`config.mk`:
```
export PLATFORM = sky130hd
export DESIGN_NAME = abre_ctrl
export DESIGN_NICKNAME = d
export VERILOG_FILES = /design/src/rtl/abre_pkg.sv /design/src/rtl/abre_ctrl.sv
export SDC_FILE = /design/constraint.sdc
export NUM_CORES = 1
export LEC_CHECK = 0
export BUFFER_PORTS_ARGS = -buffer_cell sky130_fd_sc_hd__buf_4
export CAP_MARGIN = 20
export CORE_MARGIN = 3
export CORE_UTILIZATION = 38
export DETAILED_ROUTE_END_ITERATION = 6
export GPL_ROUTABILITY_DRIVEN = 0
export GPL_TIMING_DRIVEN = 0
export PLACE_DENSITY = 0.63
export SYNTH_ARGS = -nofsm -noshare
export SYNTH_HDL_FRONTEND = slang
export SYNTH_SLANG_ARGS = --single-unit
```
`constraint.sdc`:
```
create_clock -name clk -period 2 [get_ports clk]
set_input_delay 0.3 -clock clk [delete_from_list [all_inputs] [get_ports clk]]
set_output_delay 0.3 -clock clk [all_outputs]
set_load 0.01 [all_outputs]
```
`src/rtl/abre_pkg.sv`:
```
// Shared constants, codes and controller/datapath signal groups for the range encoder.
package abre_pkg;

	localparam int PROB_ENTRIES_DEF = 8192;
	localparam int PROB_BITS_DEF    = 11;
	localparam int ADAPT_SHIFT_DEF  = 5;

	localparam int CMD_W     = 2;
	localparam int PIDX_W    = 13;
	localparam int DVAL_W    = 26;
	localparam int DCNT_W    = 5;
	localparam int BYTE_W    = 8;
	localparam int FCNT_W    = 32;
	localparam int LOW_W     = 33;
	localparam int RANGE_W   = 32;

	localparam logic [DCNT_W-1:0] DIRECT_MAX   = 5'd26;
	localparam logic [DCNT_W-1:0] FLUSH_SHIFTS = 5'd5;

	typedef enum logic [CMD_W-1:0] {
		CMD_BIT    = 2'd0,
		CMD_DIRECT = 2'd1,
		CMD_FLUSH  = 2'd2,
		CMD_START  = 2'd3
	} cmd_t;

	typedef struct packed {
		logic accept;
		logic init;
		logic clr_wr;
		logic rd;
		logic mul;
		logic upd;
		logic dir_step;
		logic cnt_dec;
		logic shift;
		logic shift_range;
		logic flush_last;
	} ctl_t;

	typedef struct packed {
		logic need_norm;
		logic emits;
		logic out_free;
		logic cnt_zero;
		logic cnt_one;
		logic clr_last;
	} sts_t;

endpackage

```
`src/rtl/abre_ctrl.sv`:
```
// Range coder controller: sequences clearing, modeled, direct and flush operations.
module abre_ctrl (
	input  logic                        clk,
	input  logic                        arst_n,
	input  logic                        in_valid,
	input  logic [abre_pkg::CMD_W-1:0]  in_cmd,
	output logic                        in_ready,
	input  abre_pkg::sts_t              sts,
	output abre_pkg::ctl_t              ctl
);

	typedef enum logic [7:0] {
		ST_CLEAR = 8'b00000001,
		ST_IDLE  = 8'b00000010,
		ST_READ  = 8'b00000100,
		ST_MUL   = 8'b00001000,
		ST_UPD   = 8'b00010000,
		ST_NORM  = 8'b00100000,
		ST_DIR   = 8'b01000000,
		ST_FLUSH = 8'b10000000
	} state_t;

	state_t state_q, state_d;

	always_comb begin
		state_d  = state_q;
		ctl      = '0;
		in_ready = 1'b0;
		case (state_q)
			ST_CLEAR: begin
				ctl.clr_wr = 1'b1;
				if (sts.clr_last)
					state_d = ST_IDLE;
			end
			ST_IDLE: begin
				in_ready = 1'b1;
				if (in_valid) begin
					ctl.accept = 1'b1;
					case (abre_pkg::cmd_t'(in_cmd))
						abre_pkg::CMD_BIT:    state_d = ST_READ;
						abre_pkg::CMD_DIRECT: state_d = ST_DIR;
						abre_pkg::CMD_FLUSH:  state_d = ST_FLUSH;
						abre_pkg::CMD_START: begin
							ctl.init = 1'b1;
							state_d  = ST_CLEAR;
						end
						default: state_d = ST_IDLE;
					endcase
				end
			end
			ST_READ: begin
				ctl.rd  = 1'b1;
				state_d = ST_MUL;
			end
			ST_MUL: begin
				ctl.mul = 1'b1;
				state_d = ST_UPD;
			end
			ST_UPD: begin
				ctl.upd = 1'b1;
				state_d = ST_NORM;
			end
			ST_NORM: begin
				if (!sts.need_norm) begin
					state_d = sts.cnt_zero ? ST_IDLE : ST_DIR;
				end else if (!sts.emits || sts.out_free) begin
					ctl.shift       = 1'b1;
					ctl.shift_range = 1'b1;
					state_d         = sts.cnt_zero ? ST_IDLE : ST_DIR;
				end
			end
			ST_DIR: begin
				if (sts.cnt_zero) begin
					state_d = ST_IDLE;
				end else begin
					ctl.dir_step = 1'b1;
					ctl.cnt_dec  = 1'b1;
					state_d      = ST_NORM;
				end
			end
			ST_FLUSH: begin
				if (sts.cnt_zero) begin
					state_d = ST_IDLE;
				end else if (!sts.emits || sts.out_free) begin
					ctl.shift      = 1'b1;
					ctl.cnt_dec    = 1'b1;
					ctl.flush_last = sts.cnt_one;
				end
			end
			default: state_d = ST_CLEAR;
		endcase
	end

	always_ff @(posedge clk or negedge arst_n) begin
		if (!arst_n)
			state_q <= ST_CLEAR;
		else
			state_q <= state_d;
	end

endmodule

```
==> results of run 1 <==
## worst max-delay path: cells and delay by family (launching register included)
family | cells | cell delay (ns)
flops | 1 | 0.38
simple gates | 3 | 1.21
buf+inv | 1 | 0.12
## repair_timing
action / 4_1_cts / 5_1_grt
gates resized for setup: 7 / 12
endpoints found under the setup margin: 17 / 16
setup buffers: 8 / 9
hold endpoints to repair: 7 / 0
pin swaps: 7 / 5
hold buffers: 1 / 0
## cell usage after synthesis (2+ instances only)
cell type / n / area [um^2]
buf_6: 2 / 22.5
and3_1: 3 / 18.8
dfrtp_1: 7 / 175
inv_1: 3 / 11.3
clkbuf_1: 3 / 11.3
nor3b_1: 2 / 15.0
nor4_1: 4 / 25.0
and3_2: 2 / 15.0
nor2_1: 8 / 30.0
or4_4: 2 / 22.5
a21oi_1: 2 / 10.0
nand4b_1: 2 / 17.5
xor2_1: 2 / 17.5
and4b_1: 2 / 20.0
nor4b_1: 3 / 26.3
and2_1: 3 / 18.8
o21ai_0: 2 / 10.0
nand3_1: 3 / 15.0
nand3b_1: 3 / 22.5
## layout make-up
| cell class | instances | area, um^2 | area share [%] |
|---|---|---|---|
| inverters | 3 | 11.3 | 1.02 |
| multi-input cells | 58 | 523 | 47.3 |
| clock buffers | 4 | 26.3 | 2.38 |
| flip-flops and latches | 8 | 205 | 18.6 |
| repair buffers | 40 | 310 | 28.1 |
| well taps | 24 | 30.0 | 2.71 |
## placed cells by master, fill, tap and decap left out, types with 3 or more instances in the layout
cell type  Yosys  final
and3_1         3      3
buf_4          1     37
clkbuf_4       0      3
dfrtp_1        7      4
dfrtp_2        0      3
inv_1          3      3
nand3b_1       3      3
nor2_1         8      8
## logic make-up after synthesis
logic type | Yosys count | share of synthesized area (%)
simple gates | 45 | 44.9
compound gates | 10 | 13.6
buf+inv | 10 | 8.36
flops | 8 | 29.3
xor+xnor | 3 | 3.82
## routing by layer
metal	vias to the layer above	wire (um)	share of wire, %	global-route usage [%]
met2	28	836	45	25.7
met4	0	65	3.5	8.53
met3	7	119	6.5	4.29
met1	337	818	44	19.7
met5	-	0	0	0
li1	357	-	-	-
## per-stage QoR
| stage | cells | total power [uW] | setup slack (ns) |
|---|---|---|---|
| after detailed placement | 122 | 684 | -0.280 |
| after global placement | 122 | 675 | -0.265 |
| after global routing | 137 | 1050 | -0.349 |
| after floorplan | 76 | 554 | -0.154 |
| after CTS | 131 | 865 | -0.482 |
| final | 137 | 967 | -0.258 |
## worst max-delay path by stage
stage               startpoint      to  slack (ns)  depth (start not counted)
floorplan           state_q[3]  ctl[3]       -0.15                          4
global placement    state_q[2]  ctl[0]       -0.27                          6
detailed placement  state_q[2]  ctl[0]       -0.28                          6
CTS                 state_q[2]  ctl[0]       -0.48                          5
global route        state_q[2]  ctl[0]       -0.35                          4
finish              state_q[2]  ctl[0]       -0.26                          4
## where the power goes
part           switching, uW  internal [uW]
Sequential              38.7            201
Combinational            271            326
Clock                   53.7           76.2
Total                    364            603
==> impl_metrics.toml, run 1 <==
[hold_path]
hold_path_end = "state_q[1]"
whs_path_depth = 2
min-delay-start = "in_valid"
hold_class = "primary input to register"

[synthesis]
synth_ff_type = "dfrtp_1"
ys_ff_latch = 8
synth_edf_count = 0
ys.warnings.count = 0
async_flop_share_pct = 100
ys_seq_area_share_pct = 29.3
syn_nets = 87
synth_cell_type_count = 37
avgSynthCellArea_um2 = 9.05
syn_area_um2 = 688
syn_inst = 76

[timing]
maxSlewHeadroom_pct = 64.9
final_hold_viol_count = 0
hold_slack_ns = 0.233
timing.final.ws_setup_ns = -0.258
setup_viol = 7
slew_violations = 0
finalClockSkew_ns = 0.0123
tightest_slew_ns = 0.524
fin_crit_sh_pct = 113
tns_ns = -0.941
grt_setup_unrepaired = "true"
period_minus_slack_ns = 2.26
fmax_mhz = 443

[global_route]
grt_overflow = 0
grt_pass1_wl_um = 2970
grt_usage_pct = 16.1
grt_max_degree = 11
grt_pass1_vias = 649
antenna_found_initial = 0

[setup_path]
reg2reg_slack_ns = 0.12
critPathKind = "register to output pin"
r2r_start = "state_q[2]"
path_common_cell = "or4_4"
r2r_end = "state_q[1]"
max_stage_delay_ns = 0.54
worst-r2r-cell-count = 5
cp-start-kind = "register"
crit_required_ns = 1.70
crit_chain = "or4_4 -> or4_4 -> nor3b_4 -> buf_6"
cp_data_arrival_time_ns = 1.96
cpMaxStageDelayCell = "or4_4"
cp-end-kind = "output pin"
cp_max_fo = 4

[floorplan]
row_count = 14
die_x_um = 48.6
design.core.area_um2 = 1610
start_util_pct = 42.7
dieArea_um2 = 2360
ios = 23
die_h_um = 48.6

[placed_design]
hpwl_um = 1300
io_buffers = 22
placed_area_um2 = 897

[cells_and_area]
largest_reg_flops = 8
layout.nets = 125
final_util_pct = 68.6
area_growth_pct = 60.7
regMostFlops = "state_q"
reg_top3 = "state_q (8)"
drive_gt1_share_pct = 59.3
final_cell_area_um2 = 1110
fillers = 134
insertedDiodeCount = 0

[route]
postRouteAntennaNets = 0
drc = 0
num_vias = 729
routed_wl_um = 1840
viasPerCell = 5.32
first_pass_iters = 4
wl_per_cell_um = 13.4
detail_route.iter0.violations = 5

[power_and_ir_drop]
vdd_drop_max_v = 0.000584
p_per_area_nw_per_um2 = 874
power.leakage_uw = 0.000510

[clock_network]
cts_max_path_buffers = 2
cts_buffers = 3
cts.sinks = 8
insertion_delay_ns = 0.26
cts_root_buf = "clkbuf_4"
htreeDepth = 1
tritoncts = "built"
cts.clk_slew.worst_paths_ns = 0.06

[outcome]
status = "complete, but fails checks"
violations = "setup timing"

[run]
drv_cap = 0
Note: power is estimated with default switching activity, not from simulation.
==> run 2: changes to the inputs <==
Settings changed: GPL_TIMING_DRIVEN 0 to unset, SLEW_MARGIN set to 20.
==> impl_metrics.toml, run 2 (synthesized netlist as in run 1, its figures left out) <==
[timing]
tightest_slew_ns = 0.583
setup_viol = 5
grt_setup_unrepaired = "true"
slew_violations = 0
final_hold_viol_count = 0
hold_slack_ns = 0.254
finalClockSkew_ns = 0.00403
maxSlewHeadroom_pct = 61.1
fmax_mhz = 429
timing.final.ws_setup_ns = -0.334
fin_crit_sh_pct = 117
period_minus_slack_ns = 2.33

[power_and_ir_drop]
p_per_area_nw_per_um2 = 811
power.leakage_uw = 0.000514
power_uw = 898
vdd_drop_max_v = 0.000484

[cells_and_area]
drive_gt1_share_pct = 56.1
layout.nets = 126
fillers = 133
largest_reg_flops = 8
final_util_pct = 68.6
final_cell_mix = "37 x buf_4, 7 x nor2_1, 7 x dfrtp_1"
final_common_cell = "buf_4"
final_cell_area_um2 = 1110
regMostFlops = "state_q"
insertedDiodeCount = 0
multiInputGateArea_um2 = 515
reg_top3 = "state_q (8)"
area_growth_pct = 60.7
final-seq-area_um2 = 201

[floorplan]
die_h_um = 48.6
ios = 23
die_x_um = 48.6
design.core.area_um2 = 1610
dieArea_um2 = 2360
row_count = 14
start_util_pct = 42.7

[hold_path]
min-delay-start = "in_cmd[1]"
hold_class = "primary input to register"

[setup_path]
r2r_start = "state_q[3]"
worst-path-buf-inv = 1
crit_chain = "or4_4 -> or4_4 -> nor3b_4 -> buf_6"
cpMaxStageDelayCell = "or4_4"
cp-start-kind = "register"
crit_start = "state_q[3]"
cp-end-kind = "output pin"
crit_required_ns = 1.70
critPathKind = "register to output pin"
max_stage_delay_ns = 0.55
cp-endpoint = "ctl[0]"
path_common_cell = "or4_4"
critPathTopFamily = "simple AND/OR/NAND/NOR gates"
reg2reg_slack_ns = 0.03
r2r_end = "state_q[1]"
worst-r2r-cell-count = 5
cp.depth = 4
cp_max_fo = 4
cp_data_arrival_time_ns = 2.03

[route]
viasPerCell = 5.20
postRouteAntennaNets = 0
drc = 0
detail_route.iter0.violations = 12
num_vias = 717
first_pass_iters = 4
routed_wl_um = 1860
wl_per_cell_um = 13.5

[outcome]
status = "complete, but fails checks"
violations = "setup timing"

[clock_network]
cts_buffers = 3
insertion_delay_ns = 0.24
tritoncts = "built"
cts_root_buf = "clkbuf_4"
cts.clk_slew.worst_paths_ns = 0.05
cts.sinks = 8
cts_max_path_buffers = 2
htreeDepth = 1

[placed_design]
dp_slack_ns = -0.0758
placed_area_um2 = 956
io_buffers = 22
hpwl_um = 1390

[global_route]
grt_max_degree = 11
grt_overflow = 0
grt_pass1_vias = 660
grt_usage_pct = 15.3
antenna_found_initial = 0
grt_pass1_wl_um = 2830

[run]
drv_cap = 0
[run 2: area by class of cell]
class | count | area share, %
inverter | 3 | 1.02
tap | 24 | 2.71
clock buffer | 4 | 2.38
multi-input combinational | 58 | 46.6
sequential | 8 | 18.2
timing repair buffer | 41 | 29.1
[run 2: power by group]
part | total, uW | switching, uW | leakage [uW] | internal [uW]
clock network | 124 | 47.7 | 0.0000150 | 75.8
registers | 248 | 48.3 | 0.000107 | 200
logic | 526 | 248 | 0.000392 | 277
[run 2: routing by layer]
layer / vias to the layer above / routed length, um / global-route usage, %
li1: 362 / - / -
met1: 334 / 809 / 18.5
met2: 19 / 939 / 27.1
met3: 2 / 98 / 1.84
met4: 0 / 17 / 7.11
met5: - / 0 / 0
[run 2: how the worst min path moves through the flow]
stage                     cells after the start  slack [ns]          to
final                                         2        0.25  state_q[2]
after global routing                          2        0.26  state_q[2]
after CTS                                     2        0.25  state_q[2]
after detailed placement                      1        0.12  state_q[7]
after global placement                        1        0.12  state_q[7]
after floorplan                               0       0.004  state_q[1]
[run 2: what timing repair did]
action / in CTS / in global routing
hold buffers: 1 / 0
endpoints found under the hold margin: 7 / 0
endpoints found under the setup margin: 7 / 12
gates resized for setup: 9 / 6
setup buffers: 2 / 3
pin swaps: 3 / 6
[run 2: per-stage QoR]
step                instances  TNS (ns)
floorplan                  76    -0.425
CTS                       136     -1.06
global placement          129   -0.0750
detailed placement        129    -0.124
global route              138     -1.61
finish                    138     -1.17
[run 2: worst register-to-register path: stages (launching register included)]
cell and delay (ns):
dfrtp_1 0.37, or4_4 0.54, or4_4 0.55, buf_4 0.19, nand3_2 0.09, o22ai_2 0.10
